$ cat config.mk
export PLATFORM = sky130hd
export DESIGN_NAME = stepper_uart_command_link_core
export DESIGN_NICKNAME = d
export VERILOG_FILES = /design/src/hdl/sucl_pkg.sv /design/src/hdl/stepper_uart_command_link_core.sv /design/src/hdl/sucl_ctrl.sv /design/src/hdl/sucl_dp.sv
export SDC_FILE = /design/constraint.sdc
export NUM_CORES = 1
export LEC_CHECK = 0
export BUFFER_PORTS_ARGS = -buffer_cell sky130_fd_sc_hd__buf_4
export CAP_MARGIN = 20
export CORE_UTILIZATION = 60
export CTS_CLUSTER_SIZE = 10
export DETAILED_ROUTE_END_ITERATION = 6
export PLACE_DENSITY = 0.93
export SYNTH_ARGS = -nofsm -noshare
export SYNTH_HDL_FRONTEND = slang
export SYNTH_SLANG_ARGS = --single-unit
$ cat constraint.sdc
create_clock -name clk_i -period 13.91 [get_ports clk_i]
set_input_delay 0 -clock clk_i [delete_from_list [all_inputs] [get_ports clk_i]]
set_output_delay 0 -clock clk_i [all_outputs]
set_load 0.1 [all_outputs]
$ cat src/hdl/sucl_pkg.sv
package sucl_pkg;

  localparam int FRAME_BYTES_DEF = 13;
  localparam int REPLY_BYTES     = 4;
  localparam int ENABLE_LEN      = 6;
  localparam int MOVE_LEN        = 13;

  localparam int IN_TDATA_W  = 128;
  localparam int OUT_TDATA_W = 144;
  localparam int PADDR_W     = 3;
  localparam int PDATA_W     = 32;

  localparam logic [7:0] SUFFIX_BYTE   = 8'h6B;
  localparam logic [7:0] OP_ENABLE     = 8'hF3;
  localparam logic [7:0] OP_MOVE       = 8'hFD;
  localparam logic [7:0] ENABLE_KEY    = 8'hAB;
  localparam logic [7:0] CODE_ACCEPTED = 8'h02;
  localparam logic [7:0] CODE_REACHED  = 8'h9F;
  localparam logic [7:0] CODE_FAULT_A  = 8'hE2;
  localparam logic [7:0] CODE_FAULT_B  = 8'hEE;

  localparam logic [7:0] NODE_ADDR_RST = 8'h01;
  localparam logic [7:0] TIMEOUT_RST   = 8'd20;

  typedef enum logic [1:0] {
    REQ_ENABLE,
    REQ_MOVE,
    REQ_SERVICE,
    REQ_RX
  } req_e;

  typedef enum logic [2:0] {
    EV_ACCEPT,
    EV_BUSY,
    EV_IDLE,
    EV_TX,
    EV_DONE,
    EV_TIMEOUT,
    EV_RXPEND,
    EV_REPLY
  } ev_e;

  typedef enum logic [2:0] {
    RSP_NONE,
    RSP_ACCEPTED,
    RSP_REACHED,
    RSP_PROTECT,
    RSP_PROTOCOL
  } rsp_e;

  typedef enum logic [0:0] {
    REG_NODE_ADDR,
    REG_TIMEOUT
  } reg_e;

  typedef enum logic [1:0] {
    ST_IDLE,
    ST_TX,
    ST_DONE
  } state_e;

  typedef enum logic [3:0] {
    OP_NONE,
    OP_REJECT,
    OP_BUILD_EN,
    OP_BUILD_MV,
    OP_IDLE,
    OP_TIMEOUT,
    OP_WAIT,
    OP_SERVICE,
    OP_RX,
    OP_TX,
    OP_DONE
  } op_e;

  typedef struct packed {
    op_e  op;
    logic start_timer;
  } cmd_t;

  typedef struct packed {
    logic out_free;
    logic pending;
    logic timer_on;
    logic timed_out;
    logic room_zero;
    logic burst_one;
    logic finish;
  } stat_t;

  function automatic rsp_e classify(input logic [7:0] b0, input logic [7:0] node,
                                    input logic [7:0] b2, input logic [7:0] b3);
    rsp_e r;
    if (b0 != node || b3 != SUFFIX_BYTE) begin
      r = RSP_PROTOCOL;
    end else begin
      case (b2) inside
        CODE_ACCEPTED:              r = RSP_ACCEPTED;
        CODE_REACHED:               r = RSP_REACHED;
        CODE_FAULT_A, CODE_FAULT_B: r = RSP_PROTECT;
        default:                    r = RSP_PROTOCOL;
      endcase
    end
    return r;
  endfunction

endpackage

$ cat src/hdl/stepper_uart_command_link_core.sv
// Command link to a stepper driver.
// Slave stream: one transaction per item, tuser selects the kind (enable command, move
// command, transmit service, received byte), tdata carries the operands.
// Master stream: the result transactions of that item, tlast on the final one. Every
// result carries the four wrapping counters and the latest reply code.
// APB port: node address at 0x0, timeout in ms at 0x4; pready is tied high.
// Commands, idle services, timeouts and received bytes give one result that
// is registered in the cycle the item is taken. A service that sends n frame bytes
// first sets up the burst, then gives one byte per cycle from the frame register file
// while the output is not stalled, plus the frame-done result if the frame finishes.
// One item is worked on at a time; a new item is taken once the sequencer is idle and
// the output register is empty or being read in the same cycle.
// Receiver stall: the output register holds its result and the sequencer waits.
// Reset: no frame pending, timer stopped, reply gathering restarted, counters and
// reply code cleared, node address 1, timeout 20 ms.
module stepper_uart_command_link_core #(
  parameter int FRAME_BYTES = sucl_pkg::FRAME_BYTES_DEF
) (
  input  logic                               clk_i,
  input  logic                               rst_ni,
  input  logic                               s_axis_tvalid,
  output logic                               s_axis_tready,
  // enable_flag, direction, move_speed, acceleration, step_total, move_mode,
  // axis_sync, now_ms, fifo_space, rx_byte
  input  logic [sucl_pkg::IN_TDATA_W-1:0]    s_axis_tdata,
  // req_type
  input  logic [1:0]                         s_axis_tuser,
  output logic                               m_axis_tvalid,
  input  logic                               m_axis_tready,
  // event_res, tx_data, reply_status, queued_count, completed_count, reject_count,
  // timeout_total
  output logic [sucl_pkg::OUT_TDATA_W-1:0]   m_axis_tdata,
  output logic                               m_axis_tlast,
  input  logic                               psel,
  input  logic                               penable,
  input  logic                               pwrite,
  input  logic [sucl_pkg::PADDR_W-1:0]       paddr,
  input  logic [sucl_pkg::PDATA_W-1:0]       pwdata,
  output logic [sucl_pkg::PDATA_W-1:0]       prdata,
  output logic                               pready
);
  import sucl_pkg::*;

  logic [7:0]  node_q, node_d, tmo_q, tmo_d;
  reg_e        reg_sel;
  cmd_t        cmd;
  stat_t       stat;
  ev_e         event_res;
  rsp_e        reply_status;
  logic [7:0]  tx_data;
  logic [31:0] queued_count, completed_count, reject_count, timeout_total;

  assign pready  = 1'b1;
  assign reg_sel = reg_e'(paddr[2]);

  always_comb begin
    node_d = node_q;
    tmo_d  = tmo_q;
    if (psel && penable && pwrite) begin
      unique case (reg_sel)
        REG_NODE_ADDR: node_d = pwdata[7:0];
        REG_TIMEOUT:   tmo_d  = pwdata[7:0];
        default: ;
      endcase
    end
  end

  always_comb begin
    unique case (reg_sel)
      REG_NODE_ADDR: prdata = {24'd0, node_q};
      REG_TIMEOUT:   prdata = {24'd0, tmo_q};
      default:       prdata = '0;
    endcase
  end

  always_ff @(posedge clk_i or negedge rst_ni) begin
    if (!rst_ni) begin
      node_q <= NODE_ADDR_RST;
      tmo_q  <= TIMEOUT_RST;
    end else begin
      node_q <= node_d;
      tmo_q  <= tmo_d;
    end
  end

  sucl_ctrl u_ctrl (
    .clk_i      (clk_i),
    .rst_ni     (rst_ni),
    .in_valid_i (s_axis_tvalid),
    .in_ready_o (s_axis_tready),
    .req_i      (req_e'(s_axis_tuser)),
    .stat_i     (stat),
    .cmd_o      (cmd)
  );

  sucl_dp #(
    .FRAME_BYTES (FRAME_BYTES)
  ) u_dp (
    .clk_i             (clk_i),
    .rst_ni            (rst_ni),
    .cmd_i             (cmd),
    .stat_o            (stat),
    .node_addr_i       (node_q),
    .timeout_ms_i      (tmo_q),
    .enable_flag_i     (s_axis_tdata[0]),
    .direction_i       (s_axis_tdata[8:1]),
    .move_speed_i      (s_axis_tdata[24:9]),
    .acceleration_i    (s_axis_tdata[32:25]),
    .step_total_i      (s_axis_tdata[64:33]),
    .move_mode_i       (s_axis_tdata[72:65]),
    .axis_sync_i       (s_axis_tdata[80:73]),
    .now_ms_i          (s_axis_tdata[112:81]),
    .fifo_space_i      (s_axis_tdata[116:113]),
    .rx_byte_i         (s_axis_tdata[124:117]),
    .out_valid_o       (m_axis_tvalid),
    .out_ready_i       (m_axis_tready),
    .event_res_o       (event_res),
    .tx_data_o         (tx_data),
    .last_o            (m_axis_tlast),
    .reply_status_o    (reply_status),
    .queued_count_o    (queued_count),
    .completed_count_o (completed_count),
    .reject_count_o    (reject_count),
    .timeout_total_o   (timeout_total)
  );

  assign m_axis_tdata = {2'b00, timeout_total, reject_count, completed_count, queued_count,
                         reply_status, tx_data, event_res};

endmodule

$ cat src/hdl/sucl_ctrl.sv
module sucl_ctrl (
  input  logic            clk_i,
  input  logic            rst_ni,
  input  logic            in_valid_i,
  output logic            in_ready_o,
  input  sucl_pkg::req_e  req_i,
  input  sucl_pkg::stat_t stat_i,
  output sucl_pkg::cmd_t  cmd_o
);
  import sucl_pkg::*;

  state_e state_q, state_d;
  logic   accept;

  assign in_ready_o = (state_q == ST_IDLE) && stat_i.out_free;
  assign accept     = in_valid_i && in_ready_o;

  always_comb begin
    state_d = state_q;
    unique case (state_q)
      ST_IDLE: begin
        if (accept && req_i == REQ_SERVICE && stat_i.pending && !stat_i.timed_out &&
            !stat_i.room_zero) begin
          state_d = ST_TX;
        end
      end
      ST_TX: begin
        if (stat_i.out_free && stat_i.burst_one) begin
          state_d = stat_i.finish ? ST_DONE : ST_IDLE;
        end
      end
      ST_DONE: begin
        if (stat_i.out_free) begin
          state_d = ST_IDLE;
        end
      end
      default: state_d = ST_IDLE;
    endcase
  end

  always_comb begin
    cmd_o.op          = OP_NONE;
    cmd_o.start_timer = 1'b0;
    unique case (state_q)
      ST_IDLE: begin
        if (accept) begin
          unique case (req_i)
            REQ_ENABLE: cmd_o.op = stat_i.pending ? OP_REJECT : OP_BUILD_EN;
            REQ_MOVE:   cmd_o.op = stat_i.pending ? OP_REJECT : OP_BUILD_MV;
            REQ_SERVICE: begin
              if (!stat_i.pending) begin
                cmd_o.op = OP_IDLE;
              end else if (stat_i.timed_out) begin
                cmd_o.op = OP_TIMEOUT;
              end else begin
                cmd_o.op          = stat_i.room_zero ? OP_WAIT : OP_SERVICE;
                cmd_o.start_timer = !stat_i.timer_on;
              end
            end
            REQ_RX:     cmd_o.op = OP_RX;
            default:    cmd_o.op = OP_NONE;
          endcase
        end
      end
      ST_TX: begin
        if (stat_i.out_free) begin
          cmd_o.op = OP_TX;
        end
      end
      ST_DONE: begin
        if (stat_i.out_free) begin
          cmd_o.op = OP_DONE;
        end
      end
      default: cmd_o.op = OP_NONE;
    endcase
  end

  always_ff @(posedge clk_i or negedge rst_ni) begin
    if (!rst_ni) begin
      state_q <= ST_IDLE;
    end else begin
      state_q <= state_d;
    end
  end

endmodule

$ cat src/hdl/sucl_dp.sv
module sucl_dp #(
  parameter int FRAME_BYTES = sucl_pkg::FRAME_BYTES_DEF
) (
  input  logic            clk_i,
  input  logic            rst_ni,
  input  sucl_pkg::cmd_t  cmd_i,
  output sucl_pkg::stat_t stat_o,
  input  logic [7:0]      node_addr_i,
  input  logic [7:0]      timeout_ms_i,
  input  logic            enable_flag_i,
  input  logic [7:0]      direction_i,
  input  logic [15:0]     move_speed_i,
  input  logic [7:0]      acceleration_i,
  input  logic [31:0]     step_total_i,
  input  logic [7:0]      move_mode_i,
  input  logic [7:0]      axis_sync_i,
  input  logic [31:0]     now_ms_i,
  input  logic [3:0]      fifo_space_i,
  input  logic [7:0]      rx_byte_i,
  output logic            out_valid_o,
  input  logic            out_ready_i,
  output sucl_pkg::ev_e   event_res_o,
  output logic [7:0]      tx_data_o,
  output logic            last_o,
  output sucl_pkg::rsp_e  reply_status_o,
  output logic [31:0]     queued_count_o,
  output logic [31:0]     completed_count_o,
  output logic [31:0]     reject_count_o,
  output logic [31:0]     timeout_total_o
);
  import sucl_pkg::*;

  localparam int POS_W = $clog2(FRAME_BYTES + 1);
  localparam int IDX_W = $clog2(FRAME_BYTES);
  localparam int RX_N  = REPLY_BYTES - 1;

  logic [7:0]       frame_q [FRAME_BYTES];
  logic [7:0]       frame_d [FRAME_BYTES];
  logic [7:0]       rx_q [RX_N];
  logic [7:0]       rx_d [RX_N];
  logic [POS_W-1:0] len_q, len_d, pos_q, pos_d, burst_q, burst_d;
  logic             fin_q, fin_d, timer_q, timer_d;
  logic [31:0]      start_q, start_d;
  logic [1:0]       fill_q, fill_d;
  rsp_e             rsp_q, rsp_d;
  logic [31:0]      queued_q, queued_d, done_q, done_d, rej_q, rej_d, tmo_q, tmo_d;
  logic             ov_q, ov_d, olast_q, olast_d;
  ev_e              oev_q, oev_d;
  logic [7:0]       otx_q, otx_d;

  logic [31:0]      elapsed;
  logic             timed_out;
  logic [POS_W-1:0] remain, room, k;
  logic             emit, emit_last;
  ev_e              emit_ev;
  logic [7:0]       emit_tx;

  assign elapsed   = now_ms_i - start_q;
  assign timed_out = timer_q && (elapsed >= {24'd0, timeout_ms_i});
  assign remain    = len_q - pos_q;
  assign room      = POS_W'(fifo_space_i);
  assign k         = (room < remain) ? room : remain;

  assign stat_o.out_free  = !ov_q || out_ready_i;
  assign stat_o.pending   = (len_q != '0);
  assign stat_o.timer_on  = timer_q;
  assign stat_o.timed_out = timed_out;
  assign stat_o.room_zero = (k == '0);
  assign stat_o.burst_one = (burst_q == POS_W'(1));
  assign stat_o.finish    = fin_q;

  always_comb begin
    frame_d   = frame_q;
    rx_d      = rx_q;
    len_d     = len_q;
    pos_d     = pos_q;
    burst_d   = burst_q;
    fin_d     = fin_q;
    timer_d   = timer_q;
    start_d   = start_q;
    fill_d    = fill_q;
    rsp_d     = rsp_q;
    queued_d  = queued_q;
    done_d    = done_q;
    rej_d     = rej_q;
    tmo_d     = tmo_q;
    emit      = 1'b0;
    emit_last = 1'b1;
    emit_ev   = EV_IDLE;
    emit_tx   = 8'd0;

    case (cmd_i.op)
      OP_REJECT: begin
        rej_d   = rej_q + 32'd1;
        emit    = 1'b1;
        emit_ev = EV_BUSY;
      end
      OP_BUILD_EN: begin
        frame_d[0] = node_addr_i;
        frame_d[1] = OP_ENABLE;
        frame_d[2] = ENABLE_KEY;
        frame_d[3] = {7'd0, enable_flag_i};
        frame_d[4] = 8'd0;
        frame_d[5] = SUFFIX_BYTE;
        len_d      = POS_W'(ENABLE_LEN);
        pos_d      = '0;
        timer_d    = 1'b0;
        queued_d   = queued_q + 32'd1;
        emit       = 1'b1;
        emit_ev    = EV_ACCEPT;
      end
      OP_BUILD_MV: begin
        frame_d[0]  = node_addr_i;
        frame_d[1]  = OP_MOVE;
        frame_d[2]  = direction_i;
        frame_d[3]  = move_speed_i[15:8];
        frame_d[4]  = move_speed_i[7:0];
        frame_d[5]  = acceleration_i;
        frame_d[6]  = step_total_i[31:24];
        frame_d[7]  = step_total_i[23:16];
        frame_d[8]  = step_total_i[15:8];
        frame_d[9]  = step_total_i[7:0];
        frame_d[10] = move_mode_i;
        frame_d[11] = axis_sync_i;
        frame_d[12] = SUFFIX_BYTE;
        len_d       = POS_W'(MOVE_LEN);
        pos_d       = '0;
        timer_d     = 1'b0;
        queued_d    = queued_q + 32'd1;
        emit        = 1'b1;
        emit_ev     = EV_ACCEPT;
      end
      OP_IDLE, OP_WAIT: begin
        emit    = 1'b1;
        emit_ev = EV_IDLE;
      end
      OP_TIMEOUT: begin
        len_d   = '0;
        pos_d   = '0;
        timer_d = 1'b0;
        tmo_d   = tmo_q + 32'd1;
        emit    = 1'b1;
        emit_ev = EV_TIMEOUT;
      end
      OP_SERVICE: begin
        burst_d = k;
        fin_d   = (k == remain);
        if (k == remain) begin
          done_d = done_q + 32'd1;
        end
      end
      OP_RX: begin
        emit = 1'b1;
        if (fill_q == 2'(RX_N)) begin
          rsp_d   = classify(rx_q[0], node_addr_i, rx_q[2], rx_byte_i);
          fill_d  = 2'd0;
          emit_ev = EV_REPLY;
        end else begin
          rx_d[fill_q] = rx_byte_i;
          fill_d       = fill_q + 2'd1;
          emit_ev      = EV_RXPEND;
        end
      end
      OP_TX: begin
        emit      = 1'b1;
        emit_ev   = EV_TX;
        emit_tx   = frame_q[pos_q[IDX_W-1:0]];
        emit_last = (burst_q == POS_W'(1)) && !fin_q;
        pos_d     = pos_q + POS_W'(1);
        burst_d   = burst_q - POS_W'(1);
      end
      OP_DONE: begin
        len_d   = '0;
        pos_d   = '0;
        timer_d = 1'b0;
        emit    = 1'b1;
        emit_ev = EV_DONE;
      end
      default: ;
    endcase

    if (cmd_i.start_timer) begin
      timer_d = 1'b1;
      start_d = now_ms_i;
    end

    ov_d    = ov_q && !out_ready_i;
    oev_d   = oev_q;
    otx_d   = otx_q;
    olast_d = olast_q;
    if (emit) begin
      ov_d    = 1'b1;
      oev_d   = emit_ev;
      otx_d   = emit_tx;
      olast_d = emit_last;
    end
  end

  always_ff @(posedge clk_i or negedge rst_ni) begin
    if (!rst_ni) begin
      len_q    <= '0;
      pos_q    <= '0;
      burst_q  <= '0;
      fin_q    <= 1'b0;
      timer_q  <= 1'b0;
      start_q  <= 32'd0;
      fill_q   <= 2'd0;
      rsp_q    <= RSP_NONE;
      queued_q <= 32'd0;
      done_q   <= 32'd0;
      rej_q    <= 32'd0;
      tmo_q    <= 32'd0;
      ov_q     <= 1'b0;
    end else begin
      len_q    <= len_d;
      pos_q    <= pos_d;
      burst_q  <= burst_d;
      fin_q    <= fin_d;
      timer_q  <= timer_d;
      start_q  <= start_d;
      fill_q   <= fill_d;
      rsp_q    <= rsp_d;
      queued_q <= queued_d;
      done_q   <= done_d;
      rej_q    <= rej_d;
      tmo_q    <= tmo_d;
      ov_q     <= ov_d;
    end
  end

  always_ff @(posedge clk_i) begin
    frame_q <= frame_d;
    rx_q    <= rx_d;
    oev_q   <= oev_d;
    otx_q   <= otx_d;
    olast_q <= olast_d;
  end

  // counters and reply code only change when an item is taken, before its first result
  assign out_valid_o       = ov_q;
  assign event_res_o       = oev_q;
  assign tx_data_o         = otx_q;
  assign last_o            = olast_q;
  assign reply_status_o    = rsp_q;
  assign queued_count_o    = queued_q;
  assign completed_count_o = done_q;
  assign reject_count_o    = rej_q;
  assign timeout_total_o   = tmo_q;

endmodule

==> flow_summary.html <==
<table>
<tr><th>Metric</th><th>Value</th></tr>
<tr><th colspan="2">Drt</th></tr>
<tr><td>Detailed-route via count</td><td>14725</td></tr>
<tr><td>Post-route antenna net violation count</td><td>0</td></tr>
<tr><td>Drt initial violations</td><td>1778</td></tr>
<tr><td>Number of DRC violations after detailed routing</td><td>0</td></tr>
<tr><td>Via/cell ratio</td><td>6.21</td></tr>
<tr><td>Detailed Routing Iterations Pass 1</td><td>5</td></tr>
<tr><td>Final routed wirelength across all metal layers</td><td>54100 µm</td></tr>
<tr><td>Average wire length per cell after detail routing</td><td>22.8 µm</td></tr>
<tr><th colspan="2">Synthesis</th></tr>
<tr><td>Number of synthesized flops with an enable pin</td><td>118</td></tr>
<tr><td>Share of async-settable or async-resettable flops after synthesis</td><td>62.5%</td></tr>
<tr><td>Synth Warn #</td><td>0</td></tr>
<tr><td>Mean area per synthesized cell</td><td>10.9 µm²</td></tr>
<tr><td>Post-synthesis cell count</td><td>1553</td></tr>
<tr><td>Most used flip-flop cell after synthesis</td><td>dfrtp_1</td></tr>
<tr><td>Count of state elements after synthesis</td><td>315</td></tr>
<tr><td>Mapped cell area</td><td>16900 µm²</td></tr>
<tr><td>Proportion of synthesized chip area in sequential cells</td><td>50.0%</td></tr>
<tr><td>Number of distinct library cells after synthesis</td><td>79</td></tr>
<tr><th colspan="2">Pwr</th></tr>
<tr><td>Peak supply drop</td><td>0.136 mV</td></tr>
<tr><td>Pwr Density</td><td>189 nW/µm²</td></tr>
<tr><td>Overall Power</td><td>4.14 mW</td></tr>
<tr><td>Static leakage power</td><td>9.63 nW</td></tr>
<tr><th colspan="2">CTS</th></tr>
<tr><td>Number of buffers added for setup after CTS</td><td>0</td></tr>
<tr><td>TritonCTS Buffers</td><td>38</td></tr>
<tr><td>Deepest clock path buffer count</td><td>3</td></tr>
<tr><td>Source-to-sink clock delay at the later pin of the worst-skew pair</td><td>0.53 ns</td></tr>
<tr><td>Clock tree from TritonCTS</td><td>yes</td></tr>
<tr><td>Clk slew on worst S/H paths</td><td>0.06 ns</td></tr>
<tr><td>CTS sink count</td><td>315</td></tr>
<tr><td>Number of levels the H-tree was split into</td><td>2</td></tr>
<tr><td>Post-cts sizing count</td><td>0</td></tr>
<tr><td>Cell at the root of the clock tree</td><td>clkbuf_16</td></tr>
<tr><th colspan="2">Timing</th></tr>
<tr><td>Final Slew Violations</td><td>0</td></tr>
<tr><td>Actual slew at the worst max-slew pin</td><td>1.02 ns</td></tr>
<tr><td>Relative slew margins</td><td>30.0%</td></tr>
<tr><td>Final-layout worst hold slack</td><td>0.0392 ns</td></tr>
<tr><td>Endpoints failing hold</td><td>0</td></tr>
<tr><td>Post-route setup TNS</td><td>0 ns</td></tr>
<tr><td>Minimum clock period after layout</td><td>5.94 ns</td></tr>
<tr><td>RSZ-0062 raised after global routing</td><td>false</td></tr>
<tr><td>Max Freq</td><td>0.168 GHz</td></tr>
<tr><td>Setup Viol. Count Final</td><td>0</td></tr>
<tr><td>Clock skew after layout</td><td>0.0229 ns</td></tr>
<tr><td>Final Cycle Share</td><td>42.7%</td></tr>
<tr><th colspan="2">Floorplanning</th></tr>
<tr><td>Chip width</td><td>170 µm</td></tr>
<tr><td>IO Pins</td><td>352</td></tr>
<tr><td>Core ar.</td><td>27800 µm²</td></tr>
<tr><td>Overall die area</td><td>28900 µm²</td></tr>
<tr><td>Vert. Die Dim</td><td>170 µm</td></tr>
<tr><td>Floorplan row count</td><td>61</td></tr>
<tr><td>Initial Util</td><td>61.0%</td></tr>
<tr><th colspan="2">Run status</th></tr>
<tr><td>Run status</td><td>complete, no violations</td></tr>
<tr><th colspan="2">Placement</th></tr>
<tr><td>DP HPWL</td><td>32900 µm</td></tr>
<tr><td>Weighted congestion reported at the end of routability-driven placement</td><td>0.898</td></tr>
<tr><td>Port buffer count</td><td>295</td></tr>
<tr><td>DP Area</td><td>19300 µm²</td></tr>
<tr><th colspan="2">Setup path</th></tr>
<tr><td>Worst setup path category</td><td>flop to flop</td></tr>
<tr><td>Worst R2R Setup Slack</td><td>7.97 ns</td></tr>
<tr><td>Critical-path maximum fanout</td><td>17</td></tr>
<tr><td>Worst EP arrival</td><td>6.22 ns</td></tr>
<tr><td>Kind of launch point of the worst setup path</td><td>flop</td></tr>
<tr><td>Crit path required time</td><td>14.19 ns</td></tr>
<tr><td>Worst Setup End Kind</td><td>flop</td></tr>
<tr><th colspan="2">Global routing</th></tr>
<tr><td>Via count of the first global-routing pass</td><td>14641</td></tr>
<tr><td>Global-route wire length before repair</td><td>81600 µm</td></tr>
<tr><td>Total Routing Usage GR</td><td>36.8%</td></tr>
<tr><td>Number of antenna violations at the first check in global routing</td><td>8</td></tr>
<tr><td>Largest net degree at the start of global routing</td><td>81</td></tr>
<tr><td>Overall overflow remaining after global route</td><td>0</td></tr>
<tr><th colspan="2">Cells and area</th></tr>
<tr><td>Synthesis-to-finish area growth</td><td>29.0%</td></tr>
<tr><td>Cell area after layout</td><td>21900 µm²</td></tr>
<tr><td>Fill cell total of the finished layout</td><td>1563</td></tr>
<tr><td>Nets</td><td>2200</td></tr>
<tr><td>Share of layout cells above drive strength 1</td><td>22.4%</td></tr>
<tr><th colspan="2">Min path</th></tr>
<tr><td>Class of the tightest hold or removal check</td><td>input port to flop</td></tr>
<tr><th colspan="2">Flow run</th></tr>
<tr><td>Max-cap viol count</td><td>0</td></tr>
</table>
-- stage by stage --
stage	std cells	util (%)	setup WS (ns)
6_report	2372	78.7	7.97
5_1_grt	2371	78.7	7.66
4_1_cts	2363	78.5	8.16
3_5_place_dp	2170	69.6	8.17
3_3_place_gp	2170	69.6	8.28
2_1_floorplan	1578	-	8.46
-- metal layers --
| metal | share of wire (%) | track usage [%] | vias up |
|---|---|---|---|
| met5 | 0.022 | 0 | - |
| met4 | 5.4 | 18.9 | 2 |
| met3 | 8.5 | 7.60 | 214 |
| met2 | 50 | 64.3 | 882 |
| met1 | 36 | 42.7 | 7204 |
| li1 | - | - | 6423 |
-- critical path: stages (launching register included) --
cell,delay [ns]
dfrtp_1,0.82
inv_2,0.32
ha_1,0.42
xor2_1,0.34
inv_1,0.12
ha_1,0.32
o21a_1,0.13
o21a_1,0.20
nor3_1,0.29
o21a_1,0.21
nand3_1,0.18
a2111oi_1,0.68
nand3_1,0.62
nand2_1,0.35
o211ai_1,0.35
buf_4,0.32
-- worst paths after layout --
check | to | startpoint | cells after the start
min | u_dp.burst_q[0]$_DFFE_PN0P_ | s_axis_tdata[113] | 4
max in group asynchronous | u_dp.completed_count_o[21]$_DFFE_PN0P_ | rst_ni | 3
max reg2reg | u_dp.tx_data_o[3]$_SDFFCE_PN0P_ | u_dp.pos_q[2]$_DFFE_PN0P_ | 15
min in group asynchronous | u_dp.reject_count_o[27]$_DFFE_PN0P_ | rst_ni | 2
max | u_dp.tx_data_o[3]$_SDFFCE_PN0P_ | u_dp.pos_q[2]$_DFFE_PN0P_ | 15
min reg2reg | u_dp.timeout_total_o[31]$_DFFE_PN0P_ | u_dp.timeout_total_o[31]$_DFFE_PN0P_ | 1
-- synthesized netlist by cell type (all sizes together) (14+ instances only) --
| cell | count | area share, % |
|---|---|---|
| dfrtp | 194 | 29 |
| nand2 | 136 | 3.0 |
| edfxtp | 118 | 21 |
| xnor2 | 92 | 4.8 |
| nand3 | 74 | 2.2 |
| nor2 | 73 | 1.6 |
| o21ai | 71 | 2.1 |
| inv | 70 | 1.6 |
| xor2 | 63 | 3.3 |
| ha | 58 | 4.3 |
| clkbuf | 49 | 1.1 |
| a21oi | 46 | 1.4 |
| nand4 | 45 | 1.8 |
| and3 | 41 | 1.5 |
| buf | 41 | 1.6 |
| and2 | 39 | 1.4 |
| a211oi | 38 | 1.7 |
| mux2 | 36 | 2.4 |
| nor3 | 29 | 0.86 |
| and4 | 21 | 1.1 |
| mux4 | 21 | 2.8 |
| nand2b | 17 | 0.63 |
| a2111oi | 16 | 1.4 |
| or3 | 14 | 0.52 |
-- flip-flops by register name, indices dropped and copies added (netlist names), 3 cells and up --
name and flops:
u_dp.queued_count_o 32, u_dp.rx_q 16, u_dp.len_q 3, u_dp.completed_count_o 32, u_dp.timeout_total_o 32, u_dp.tx_data_o 8, u_dp.start_q 32, u_dp.reply_status_o 3
tmo_q 8, u_dp.frame_q 90, u_dp.pos_q 4, u_dp.event_res_o 3, u_dp.burst_q 4, node_q 8, u_dp.reject_count_o 32
-- layout by cell type, fill, tap and decap left out, types with 68 or more instances in the layout --
master / instances
nand2_1: 136
dlygate4sd3_1: 135
nor2_1: 72
buf_4: 303
nand3_1: 74
edfxtp_1: 118
o21ai_0: 70
dfrtp_1: 194
xnor2_1: 92
inv_1: 68
-- report_power, final --
part	switching, mW	internal (mW)
Clock	0.393	0.537
Combinational	1.34	0.640
Sequential	0.111	1.11
Total	1.85	2.29
-- area by class of cell --
cell class                      count  area (µm²)  share of cell area (%)
Sequential cell                   315        8480                    38.8
Multi-Input combinational cell   1102        7850                    35.9
Timing Repair Buffer              440        3660                    16.7
Clock buffer                       54        1040                    4.76
Tap cell                          378         473                    2.16
Inverter                           71         267                    1.22
Clock inverter                      4        73.8                   0.338
Antenna cell                        8        20.0                  0.0916
-- what timing repair did --
action / CTS / global route
hold buffers: 135 / 0
hold endpoints to repair: 225 / 0
setup endpoints to repair: 0 / 0
-- logic make-up (layout without fill, tap and decap cells) --
family	count (synthesis)	in the layout	synth area share, %
other	2	35	0.0443
DFF	315	315	50.0
muxes	63	63	5.54
adders and majority gates	60	60	4.52
buffers and inverters	161	569	4.31
AOI/OAI and AO/OA	266	266	11.2
and+or+nand+nor	531	531	16.4
xor gates and xnor gates	155	155	8.01
(Power assumes the default switching activity.)
